**config.mk**
```make
export PLATFORM = sky130hd
export DESIGN_NAME = data_directive_literal_parser_top
export DESIGN_NICKNAME = d
export VERILOG_FILES = /design/src/hw/rtl/ddlp_pkg.sv /design/src/hw/rtl/data_directive_literal_parser_top.sv /design/src/hw/rtl/ddlp_front.sv /design/src/hw/rtl/ddlp_queue.sv /design/src/hw/rtl/ddlp_back.sv
export VERILOG_INCLUDE_DIRS = /design/src /design/src/hw/rtl
export SDC_FILE = /design/constraint.sdc
export NUM_CORES = 1
export LEC_CHECK = 0
export BUFFER_PORTS_ARGS = -buffer_cell sky130_fd_sc_hd__buf_4
export CORE_ASPECT_RATIO = 0.9
export CORE_UTILIZATION = 30
export CTS_CLUSTER_SIZE = 28
export DETAILED_ROUTE_END_ITERATION = 10
export GPL_TIMING_DRIVEN = 0
export PLACE_DENSITY = 0.44
export REMOVE_ABC_BUFFERS = 1
export SYNTH_ARGS = -nofsm -noshare
export SYNTH_HDL_FRONTEND = slang
export SYNTH_SLANG_ARGS = --single-unit
```
**constraint.sdc**
```tcl
create_clock -name clk_i -period 3.9 [get_ports clk_i]
set_input_delay 0.78 -clock clk_i [delete_from_list [all_inputs] [get_ports clk_i]]
set_output_delay 0.78 -clock clk_i [all_outputs]
set_load 0.005 [all_outputs]
```
**src/hw/rtl/data_directive_literal_parser_top_macros.svh**
```systemverilog
// assertion macros for the data directive literal parser
`ifndef DATA_DIRECTIVE_LITERAL_PARSER_TOP_MACROS_SVH
`define DATA_DIRECTIVE_LITERAL_PARSER_TOP_MACROS_SVH

`ifndef SYNTH
`define DDLP_ASSERT(lbl, clk, rstn, prop, msg) \
  lbl: assert property (@(posedge clk) disable iff (!rstn) (prop)) else $error(msg);
`define DDLP_ASSERT_NEVER(lbl, clk, rstn, prop, msg) \
  `DDLP_ASSERT(lbl, clk, rstn, !(prop), msg)
`else
`define DDLP_ASSERT(lbl, clk, rstn, prop, msg)
`define DDLP_ASSERT_NEVER(lbl, clk, rstn, prop, msg)
`endif

`endif

```
**src/hw/rtl/ddlp_pkg.sv**
```systemverilog
// types, constants and helpers shared by the literal parser modules
`default_nettype none

package ddlp_pkg;

  typedef enum logic [1:0] {
    MODE_IDLE = 2'd0,
    MODE_LIT  = 2'd1,
    MODE_CMT  = 2'd2
  } mode_e;

  typedef enum logic [1:0] {
    RADIX_BIN = 2'd0,
    RADIX_DEC = 2'd1,
    RADIX_HEX = 2'd2
  } radix_e;

  localparam logic [1:0] WidthByte = 2'd0;
  localparam logic [1:0] WidthHalf = 2'd1;

  localparam logic [7:0] CharHex  = 8'h24;
  localparam logic [7:0] CharDec  = 8'h23;
  localparam logic [7:0] CharBin  = 8'h25;
  localparam logic [7:0] CharSemi = 8'h3B;
  localparam logic [7:0] CharNl   = 8'h0A;

  localparam logic [4:0] NoDigit = 5'd16;

  // one literal to be sent out as bytes
  typedef struct packed {
    logic [31:0] value;
    logic [1:0]  width_sel;
    logic        bad;
  } cmd_t;

  typedef struct packed {
    logic full;
    logic empty;
  } qstat_t;

  function automatic logic [4:0] digit_of(logic [7:0] c);
    logic [4:0] d;
    d = NoDigit;
    if (c >= 8'h30 && c <= 8'h39) begin
      d = {1'b0, c[3:0]};
    end else if ((c >= 8'h61 && c <= 8'h66) || (c >= 8'h41 && c <= 8'h46)) begin
      d = {1'b0, 4'(c[3:0] + 4'd9)};
    end
    return d;
  endfunction

  function automatic logic [1:0] last_index(logic [1:0] wsel);
    logic [1:0] idx;
    unique case (wsel)
      WidthByte: idx = 2'd0;
      WidthHalf: idx = 2'd1;
      default:   idx = 2'd3;
    endcase
    return idx;
  endfunction

endpackage

`default_nettype wire

```
**src/hw/rtl/data_directive_literal_parser_top.sv**
```systemverilog
// top level of the data directive literal parser
// usage:
//   input channel: one character (ch_i) with its element size (width_sel_i)
//   per transfer, in_valid_i / in_stall_o; a transfer takes place when valid
//   is high and stall is low
//   output channel: one literal byte per transfer, least significant first,
//   with last_byte_o on the final byte and bad_literal_o on every byte,
//   out_valid_o / out_stall_i
//   throughput: one character per cycle while in_stall_o is low and one byte
//   per cycle while out_stall_i is low; the parser takes characters while
//   the serializer is still sending earlier literals
//   a literal is queued on the transfer of the character that ends it; its
//   first byte is valid once the serializer has loaded it from the queue
//   a queue of QueueDepth literals sits between parser and serializer; when
//   it is full in_stall_o is high, so a long out_stall_i backs up to the input
//   while out_stall_i is high the current byte and its flags hold
//   reset: parser idle, queue empty, no output valid
`default_nettype none

`include "data_directive_literal_parser_top_macros.svh"

module data_directive_literal_parser_top import ddlp_pkg::*; #(
  parameter int QueueDepth = 2
) (
  input  logic       clk_i,
  input  logic       rst_ni,
  input  logic [7:0] ch_i,
  input  logic [1:0] width_sel_i,
  input  logic       in_valid_i,
  output logic       in_stall_o,
  output logic [7:0] data_byte_o,
  output logic       last_byte_o,
  output logic       bad_literal_o,
  output logic       out_valid_o,
  input  logic       out_stall_i
);

  qstat_t qstat;
  logic   push;
  logic   pop;
  cmd_t   push_cmd;
  cmd_t   head_cmd;

  ddlp_front u_front (
    .clk_i       (clk_i),
    .rst_ni      (rst_ni),
    .ch_i        (ch_i),
    .width_sel_i (width_sel_i),
    .in_valid_i  (in_valid_i),
    .in_stall_o  (in_stall_o),
    .qstat_i     (qstat),
    .push_o      (push),
    .cmd_o       (push_cmd)
  );

  ddlp_queue #(
    .Depth (QueueDepth)
  ) u_queue (
    .clk_i  (clk_i),
    .rst_ni (rst_ni),
    .push_i (push),
    .cmd_i  (push_cmd),
    .pop_i  (pop),
    .cmd_o  (head_cmd),
    .stat_o (qstat)
  );

  ddlp_back u_back (
    .clk_i         (clk_i),
    .rst_ni        (rst_ni),
    .qstat_i       (qstat),
    .cmd_i         (head_cmd),
    .pop_o         (pop),
    .data_byte_o   (data_byte_o),
    .last_byte_o   (last_byte_o),
    .bad_literal_o (bad_literal_o),
    .out_valid_o   (out_valid_o),
    .out_stall_i   (out_stall_i)
  );

  `DDLP_ASSERT_NEVER(a_push_full, clk_i, rst_ni, push && qstat.full, "push into full queue")
  `DDLP_ASSERT_NEVER(a_pop_empty, clk_i, rst_ni, pop && qstat.empty, "pop from empty queue")
  `DDLP_ASSERT(a_idle_after_last, clk_i, rst_ni,
    out_valid_o && last_byte_o && !out_stall_i && qstat.empty |=> !out_valid_o,
    "output valid after last byte with nothing queued")

endmodule

`default_nettype wire

```
**src/hw/rtl/ddlp_front.sv**
```systemverilog
// front end: character parser that builds literal values and queues them
`default_nettype none

module ddlp_front import ddlp_pkg::*; (
  input  logic       clk_i,
  input  logic       rst_ni,
  input  logic [7:0] ch_i,
  input  logic [1:0] width_sel_i,
  input  logic       in_valid_i,
  output logic       in_stall_o,
  input  qstat_t     qstat_i,
  output logic       push_o,
  output cmd_t       cmd_o
);

  mode_e       mode_q, mode_d;
  radix_e      radix_q, radix_d;
  logic [31:0] acc_q, acc_d;
  logic        err_q, err_d;
  logic        xfer;
  logic        emit;
  logic [4:0]  dig;
  logic        in_lit_digit;

  assign in_stall_o = qstat_i.full;
  assign xfer       = in_valid_i && !qstat_i.full;
  assign dig        = digit_of(ch_i);

  always_ff @(posedge clk_i or negedge rst_ni) begin
    if (!rst_ni) begin
      mode_q  <= MODE_IDLE;
      radix_q <= RADIX_BIN;
      acc_q   <= 32'd0;
      err_q   <= 1'b0;
    end else begin
      mode_q  <= mode_d;
      radix_q <= radix_d;
      acc_q   <= acc_d;
      err_q   <= err_d;
    end
  end

  always_comb begin
    mode_d       = mode_q;
    radix_d      = radix_q;
    acc_d        = acc_q;
    err_d        = err_q;
    emit         = 1'b0;
    in_lit_digit = (mode_q == MODE_LIT) && (dig != NoDigit);
    if (xfer) begin
      if (in_lit_digit) begin
        unique case (radix_q)
          RADIX_HEX: acc_d = {acc_q[27:0], dig[3:0]};
          RADIX_DEC: begin
            if (dig < 5'd10) begin
              acc_d = {acc_q[28:0], 3'b000} + {acc_q[30:0], 1'b0} + {28'd0, dig[3:0]};
            end else begin
              err_d = 1'b1;
            end
          end
          default: begin
            if (dig < 5'd2) begin
              acc_d = {acc_q[30:0], dig[0]};
            end else begin
              err_d = 1'b1;
            end
          end
        endcase
      end else if (mode_q == MODE_CMT) begin
        if (ch_i == CharNl) begin
          mode_d = MODE_IDLE;
        end
      end else begin
        emit = (mode_q == MODE_LIT);
        if (ch_i == CharHex || ch_i == CharDec || ch_i == CharBin) begin
          mode_d  = MODE_LIT;
          radix_d = (ch_i == CharHex) ? RADIX_HEX :
                    (ch_i == CharDec) ? RADIX_DEC : RADIX_BIN;
          acc_d   = 32'd0;
          err_d   = 1'b0;
        end else if (ch_i == CharSemi) begin
          mode_d = MODE_CMT;
        end else begin
          mode_d = MODE_IDLE;
        end
      end
    end
  end

  assign push_o          = emit;
  assign cmd_o.value     = acc_q;
  assign cmd_o.width_sel = width_sel_i;
  assign cmd_o.bad       = err_q;

endmodule

`default_nettype wire

```
**src/hw/rtl/ddlp_queue.sv**
```systemverilog
// short command queue between the parser and the byte serializer
`default_nettype none

module ddlp_queue import ddlp_pkg::*; #(
  parameter int Depth = 2
) (
  input  logic   clk_i,
  input  logic   rst_ni,
  input  logic   push_i,
  input  cmd_t   cmd_i,
  input  logic   pop_i,
  output cmd_t   cmd_o,
  output qstat_t stat_o
);

  localparam int PtrW = (Depth > 1) ? $clog2(Depth) : 1;
  localparam int CntW = $clog2(Depth + 1);
  localparam logic [PtrW-1:0] LastPtr = PtrW'(Depth - 1);
  localparam logic [CntW-1:0] FullCnt = CntW'(Depth);

  cmd_t            mem_q [Depth];
  logic [PtrW-1:0] wr_ptr_q, rd_ptr_q;
  logic [CntW-1:0] cnt_q;

  always_ff @(posedge clk_i) begin
    if (push_i) begin
      mem_q[wr_ptr_q] <= cmd_i;
    end
  end

  always_ff @(posedge clk_i or negedge rst_ni) begin
    if (!rst_ni) begin
      wr_ptr_q <= '0;
      rd_ptr_q <= '0;
      cnt_q    <= '0;
    end else begin
      if (push_i) begin
        wr_ptr_q <= (wr_ptr_q == LastPtr) ? '0 : wr_ptr_q + 1'b1;
      end
      if (pop_i) begin
        rd_ptr_q <= (rd_ptr_q == LastPtr) ? '0 : rd_ptr_q + 1'b1;
      end
      if (push_i && !pop_i) begin
        cnt_q <= cnt_q + 1'b1;
      end else if (pop_i && !push_i) begin
        cnt_q <= cnt_q - 1'b1;
      end
    end
  end

  assign cmd_o        = mem_q[rd_ptr_q];
  assign stat_o.full  = (cnt_q == FullCnt);
  assign stat_o.empty = (cnt_q == '0);

endmodule

`default_nettype wire

```
**src/hw/rtl/ddlp_back.sv**
```systemverilog
// back end: sends each queued literal out as little-endian bytes
`default_nettype none

module ddlp_back import ddlp_pkg::*; (
  input  logic       clk_i,
  input  logic       rst_ni,
  input  qstat_t     qstat_i,
  input  cmd_t       cmd_i,
  output logic       pop_o,
  output logic [7:0] data_byte_o,
  output logic       last_byte_o,
  output logic       bad_literal_o,
  output logic       out_valid_o,
  input  logic       out_stall_i
);

  logic       active_q;
  cmd_t       cmd_q;
  logic [1:0] idx_q;
  logic       out_xfer;
  logic       last;

  assign last     = (idx_q == last_index(cmd_q.width_sel));
  assign out_xfer = active_q && !out_stall_i;
  assign pop_o    = (!active_q || (out_xfer && last)) && !qstat_i.empty;

  always_ff @(posedge clk_i or negedge rst_ni) begin
    if (!rst_ni) begin
      active_q <= 1'b0;
      idx_q    <= 2'd0;
    end else begin
      if (pop_o) begin
        active_q <= 1'b1;
        idx_q    <= 2'd0;
      end else if (out_xfer) begin
        if (last) begin
          active_q <= 1'b0;
        end
        idx_q <= idx_q + 2'd1;
      end
    end
  end

  always_ff @(posedge clk_i) begin
    if (pop_o) begin
      cmd_q <= cmd_i;
    end
  end

  assign out_valid_o   = active_q;
  assign data_byte_o   = cmd_q.value[{idx_q, 3'b000} +: 8];
  assign last_byte_o   = last;
  assign bad_literal_o = cmd_q.bad;

endmodule

`default_nettype wire

```
== After elaboration in Yosys (flattened, before gate mapping) ==
Memories as Yosys holds them, arrays and structs flattened. A register that Yosys moved wholly into a read port is not among the register bits.
Index checks and enable logic that the tools add are counted.

* Register bits after elaboration: 44
* Bits in latches: 0
* Memory bits (read-only): 0
* Output and inout port bits: 12
* Bits in writable memories: 70
* Memories kept: 1
* Input port bits: 14
* Word-level logic and storage cells: 115

{| class="wikitable"
|+ Memories
! memory !! words !! bits a word !! read ports !! clocked after memory_dff !! wr ports !! line !! source
|-
| u_queue.mem_q || 2 || 35 || 1 || 1 || 1 || ddlp_queue.sv:21 || <nowiki>cmd_t mem_q [Depth];</nowiki>
|}

* Div/mod/pow operators: 0
* Shift-type cells: 1
* Mux-type cells: 35
* $add $sub $neg: 8
* Multiply operators: 0
* Bitwise operators: 2
* $lt $le $gt $ge: 8
* Reduce and logical (&&, ||, !) cells: 31
* Equality and inequality tests: 20

{| class="wikitable"
|+ Operator list
! cell !! number
|-
| $mux 32 || 5
|-
| $pmux 32 s2 || 1
|-
| $add 32x32->32 || 1
|-
| $add 32x4->32 || 1
|-
| $eq 8x6->1 const B || 4
|-
| $shiftx 32x6->8 || 1
|-
| $mux 2 || 9
|-
| $ge 8x7->1 const B || 2
|-
| $le 8x7->1 const B || 2
|-
| $mux 1 || 16
|-
| $logic_and 1x1->1 || 10
|-
| $mux 5 || 2
|-
| $ne 3x3->1 const B || 3
|-
| $eq 8x4->1 const B || 1
|-
| $ge 8x6->1 const B || 1
|-
| $le 8x6->1 const B || 1
|-
| $reduce_bool 2->1 || 4
|-
| $eq 2x1->1 const B || 3
|-
| $eq 2x2->1 const B || 3
|-
| $logic_not 1->1 || 6
|-
| $reduce_and 6->1 || 1
|-
| $lt 5x2->1 const B || 1
|-
| $lt 5x4->1 const B || 1
|-
| $ne 5x5->1 const B || 1
|-
| 17 further kinds || 25
|}

== Depth between registers and ports, before layout ==
* Depth in word-level cells: 13
* Gate-level depth with buffers: 18

== By module ==
Synthesis repeated with hierarchy kept, for this count alone.

* Cell total of the unflattened synthesis: 743
* Area, all modules: 8857.2 sq um

{| class="wikitable"
|+ Modules (own cells, without submodules)
! module !! seq. area each (sq um) !! instances !! cells each !! area an instance (sq um)
|-
| ddlp_front || 925.9 || 1 || 550 || 4506.8
|-
| ddlp_queue || 2202.1 || 1 || 125 || 2862.7
|-
| ddlp_back || 1126.1 || 1 || 68 || 1487.7
|}

== Worst setup path before layout ==
OpenSTA, ideal clock, no wires.

* Path type: input to register
* Start: input ch_i[0]
* End: register u_front.acc_q[30]
* Library setup time: 133 ps
* Arrival: 4440 ps
* Setup slack: -673 ps
* Stages: 17
* Buffers on the path: 0
* Path through: inv_1 -> ha_1 -> inv_1 -> o311ai_0 -> nor2_1 -> a22oi_1 -> fa_1 -> inv_1 -> fa_1 -> a21oi_1 -> o21ai_0 -> a21oi_1 -> o211a_1 -> a2111o_1 -> a211o_1 -> a2111oi_1 -> nor3_2

* Longest elaborated chain between the ends: 9

{| class="wikitable"
|+ Ends and longest elaborated chain
! what !! line !! source
|-
| start, declared || data_directive_literal_parser_top.sv:27 || <nowiki>input logic [7:0] ch_i,</nowiki>
|-
| $ge 8x7->1 / $le 8x7->1 (equally long branches) || ddlp_pkg.sv:46 || <nowiki>end else if ((c >= 8'h61 && c <= 8'h66) || (c >= 8'h41 && c <= 8'h46)) begin</nowiki>
|-
| $logic_and 1x1->1 || ddlp_pkg.sv:46 ||
|-
| $logic_or 1x1->1 || ddlp_pkg.sv:46 ||
|-
| $mux 5 || ddlp_pkg.sv:46 ||
|-
| $mux 5 || ddlp_pkg.sv:44 || <nowiki>if (c >= 8'h30 && c <= 8'h39) begin</nowiki>
|-
| $add 32x4->32 / $ne 5x5->1 (equally long branches) || ddlp_front.sv:56, ddlp_front.sv:49 ||
|-
| $mux 32 / $logic_and 1x1->1 (equally long branches) || ddlp_front.sv:55, ddlp_front.sv:49 ||
|-
| $pmux 32 s2 (tied with other cells) || ddlp_front.sv:52 || <nowiki>unique case (radix_q)</nowiki>
|-
| $mux 32 / $reduce_and 5->1 (equally long branches) || - ||
|-
| end signal, assigned || ddlp_front.sv:33 || <nowiki>acc_q <= 32'd0;</nowiki>
|-
| end signal, assigned || ddlp_front.sv:38 || <nowiki>acc_q <= acc_d;</nowiki>
|-
| end, declared || ddlp_front.sv:18 || <nowiki>logic [31:0] acc_q, acc_d;</nowiki>
|}

Several ways; a longest one is shown, not always the timed one. The select of a mux whose other input is x is not followed.
A chain may end at the register's enable or synchronous reset.

== Worst setup path after layout ==
Same ends and word-level chain as after synthesis.

==> impl_results.md <==
- Residual DRC: 0
- Cell area after synthesis: approximately 8600 sq um
- Final Cell Area: 10340 sq um
- GR Util All Layers: 0.1506
- Min cycle time layout: just over 4 ns
- Die Span Y: between 150 and 200 microns
- R2r endpoint: u_front.acc_q[29]
- Maximum vdd drop: 232.7 uV
- Placement Rows: 58
- Rel. slew slack: 0.3656
- Leading area contributor after synthesis: edfxtp_1
- Nets: roughly 850
- Final setup viols: 10
- Outcome: finished, violations left
- Worst EP required: 4.20 ns
- Layout area overhead: 20.74%
- Initial antenna violation count: 0
- Final period util: 1.049
- WL per Instance: 18.81 microns
- H-tree depth: 4
- # IOs: 26
- Leakage dissipation: 3.962 nW
- Layout Utilization: 0.3690
- Crit path max fanout: 4
- Vias in the first global route: ~6k
- Count leader, synth: edfxtp_1
- Width of the die: approximately 180 microns
- Cells after DPL: between 1k and 1.5k
- Critical path class: input pin to flop
- Share of layout cells above drive strength 1: 0.2535
- DRT Pass-1 Iters: 4
- CTS clk-pin slew, worst paths: approximately 0.070 ns
- Max frequency: roughly 0.24 GHz
- Yosys top cell area share: 0.3683
- FFs w/ async S/R, synth: 0.2953
- Finished Layout Cells: roughly 1.1k
- Antenna diodes: 0
- PwrDens: about 430 nW/um^2
- Fin. Hold Viols: 0
- Placed Area: around 9000 sq um
- Flop2flop setup slack: between 0.2 and 0.3 ns
- Total CTS buffers: 17
- Register area share after synthesis: 0.4969
- CTS root buf: clkbuf_16
- Synth warn: 0
- Dpl ws: -1.740 ns
- Post-DP HPWL: ~15000 microns
- FF-to-FF Start: u_front.acc_q[11]
- Top FF cell, synth: edfxtp_1
- Max-cap violations: 0
- RSZ-0062 raised after global routing: true
- DR vias: around 6.0k
- Detail Route Antenna Nets: 0
- Top cells by count, synth: edfxtp_1 (105), ha_1 (65), nand2_1 (58)
- Post-layout worst setup margin: -0.1915 ns
- Count of state elements after synthesis: approximately 150
- CTS tree: done
- DR vias/cell: ~5.3
- Initial core utilization: 0.3056
- Largest net degree at the start of global routing: 50
- Reg2Reg Depth: 11
- First-pass GRT wire length: 33840 microns
- Iter 0 DRT Violations: between 400 and 500
- Fill cells: roughly 2.7k
- Hold crit path type: input pin to async pin
- Slew @ Worst Pin: approximately 0.95 ns
- CP Data Arrival Time: between 4 and 5 ns
- Clk_lat worst skew: about 0.42 ns
- Max-slew violations: 0
- Final Skew: 0.009578 ns
- DRT Wirelength: roughly 21000 microns
- Failing checks: negative setup slack
- CP startpoint kind: input pin
- Syn Inst Count: approximately 730
- Top cells by area, synth: edfxtp_1 (37%), dfrtp_1 (13%), ha_1 (9.5%)
- Die ar.: approximately 29000 sq um
- Port bufs: 25
- Post-synth cell types: 69
- Syn Area/Cell: ~12 sq um
- Post-synth EDFFs: about 110
- Core area: around 28000 sq um
- Gp weighted congestion: ~0.8
- Clock buffer depth: 2
- Kind of end point of the critical path: flop
- CTS Sinks: between 100 and 150
- Grt ovf: 0
## kinds of logic (layout without fill, tap and decap cells)
kind of cell	after synthesis	in the layout	share of synthesized area
xor+xnor	28	28	0.02865
simple gates	161	161	0.09647
compound gates	213	213	0.1745
flops	149	149	0.4969
buf+inv	62	112	0.03201
mux	47	47	0.07176
fa+ha+maj	67	67	0.09968
## registers in the layout, summed over array words and instances (netlist names)
register / flops
u_queue.mem_q: 70
u_back.cmd_q: 34
u_front.acc_q: 32
u_back.idx_q: 2
u_front.mode_q: 2
u_front.radix_q: 2
u_queue.cnt_q: 2
u_back.bad_literal_o: 1
u_back.out_valid_o: 1
u_front.err_q: 1
u_queue.rd_ptr_q: 1
u_queue.wr_ptr_q: 1
## worst max-delay path, stage by stage
cell and delay (ns):
buf_8 0.10, clkinvlp_4 0.11, ha_4 0.19, inv_4 0.04, o311ai_4 0.31, nor2_4 0.09, a22oi_2 0.20, fa_1 0.46
inv_2 0.09, fa_2 0.22, a21oi_2 0.07, o21ai_1 0.15, a21oi_2 0.09, o211a_1 0.25, a2111o_1 0.45, a211o_1 0.36
a2111oi_4 0.34, nor3_2 0.08
## metal layers
| metal | wire, microns | share of wire | track usage |
|---|---|---|---|
| met5 | 0 | 0 | 0 |
| met1 | 10330 | 0.48 | 0.1996 |
| met2 | 10140 | 0.47 | 0.2511 |
| met3 | 670 | 0.031 | 0.02466 |
| met4 | 248 | 0.012 | 0.04973 |
## worst max-delay path by stage
stage,startpoint,to,slack [ns],cells after the start
3_5_place_dp,ch_i[0],u_front.acc_q[30],-1.74,18
6_report,ch_i[0],u_front.acc_q[30],-0.19,18
2_1_floorplan,ch_i[0],u_front.acc_q[30],-0.67,17
4_1_cts,ch_i[0],u_front.acc_q[30],-0.25,18
3_3_place_gp,ch_i[0],u_queue.mem_q[0][17],-1.78,8
5_1_grt,ch_i[0],u_front.acc_q[30],-0.30,18
## per-stage QoR
step | power [mW] | hold WS (ns) | TNS [ns]
after global placement | 2.871 | 0.4597 | -156.22
final | 4.443 | 0.3483 | -0.7143
after floorplan | 2.546 | 0.4425 | -12.56
after global routing | 4.649 | 0.3849 | -2.644
after detailed placement | 2.890 | 0.4700 | -34.30
after CTS | 4.507 | 0.3800 | -0.6078
## cell usage in the layout (no fill, tap or decap), drive strengths merged, types with 9 or more instances in the layout
master / n
nand3: 12
nor2: 27
ha: 65
inv: 33
a22oi: 12
o21bai: 9
o31ai: 18
nor2b: 11
a21o: 13
dfrtp: 44
a22o: 11
mux2: 35
xnor2: 13
edfxtp: 105
xor2: 15
o21ai: 37
nand2: 58
a2111oi: 11
a21oi: 40
buf: 54
clkbuf: 18
a221oi: 10
## what timing repair did
item | CTS | global route
setup endpoints to repair | 28 | 23
pin swaps | 38 | 43
hold buffers | 0 | 0
buffers inserted | 19 | 7
gates resized for setup | 59 | 32
## where the power goes
part,internal [mW],total [mW],switching (mW)
Clock,0.899,1.59,0.688
Combinational,0.475,0.755,0.281
Sequential,1.90,2.10,0.199
## final cells by class
type | count | area [sq um] | share of cell area
well taps | 360 | 450.4 | 0.04358
clock buffers | 18 | 429.2 | 0.04152
inverters | 26 | 106.4 | 0.01029
clock inverters | 14 | 143.9 | 0.01392
multi-input cells | 516 | 4451 | 0.4306
flip-flops and latches | 149 | 4255 | 0.4117
repair buffers | 54 | 500.5 | 0.04842
Note: power is estimated with default switching activity, not from simulation.
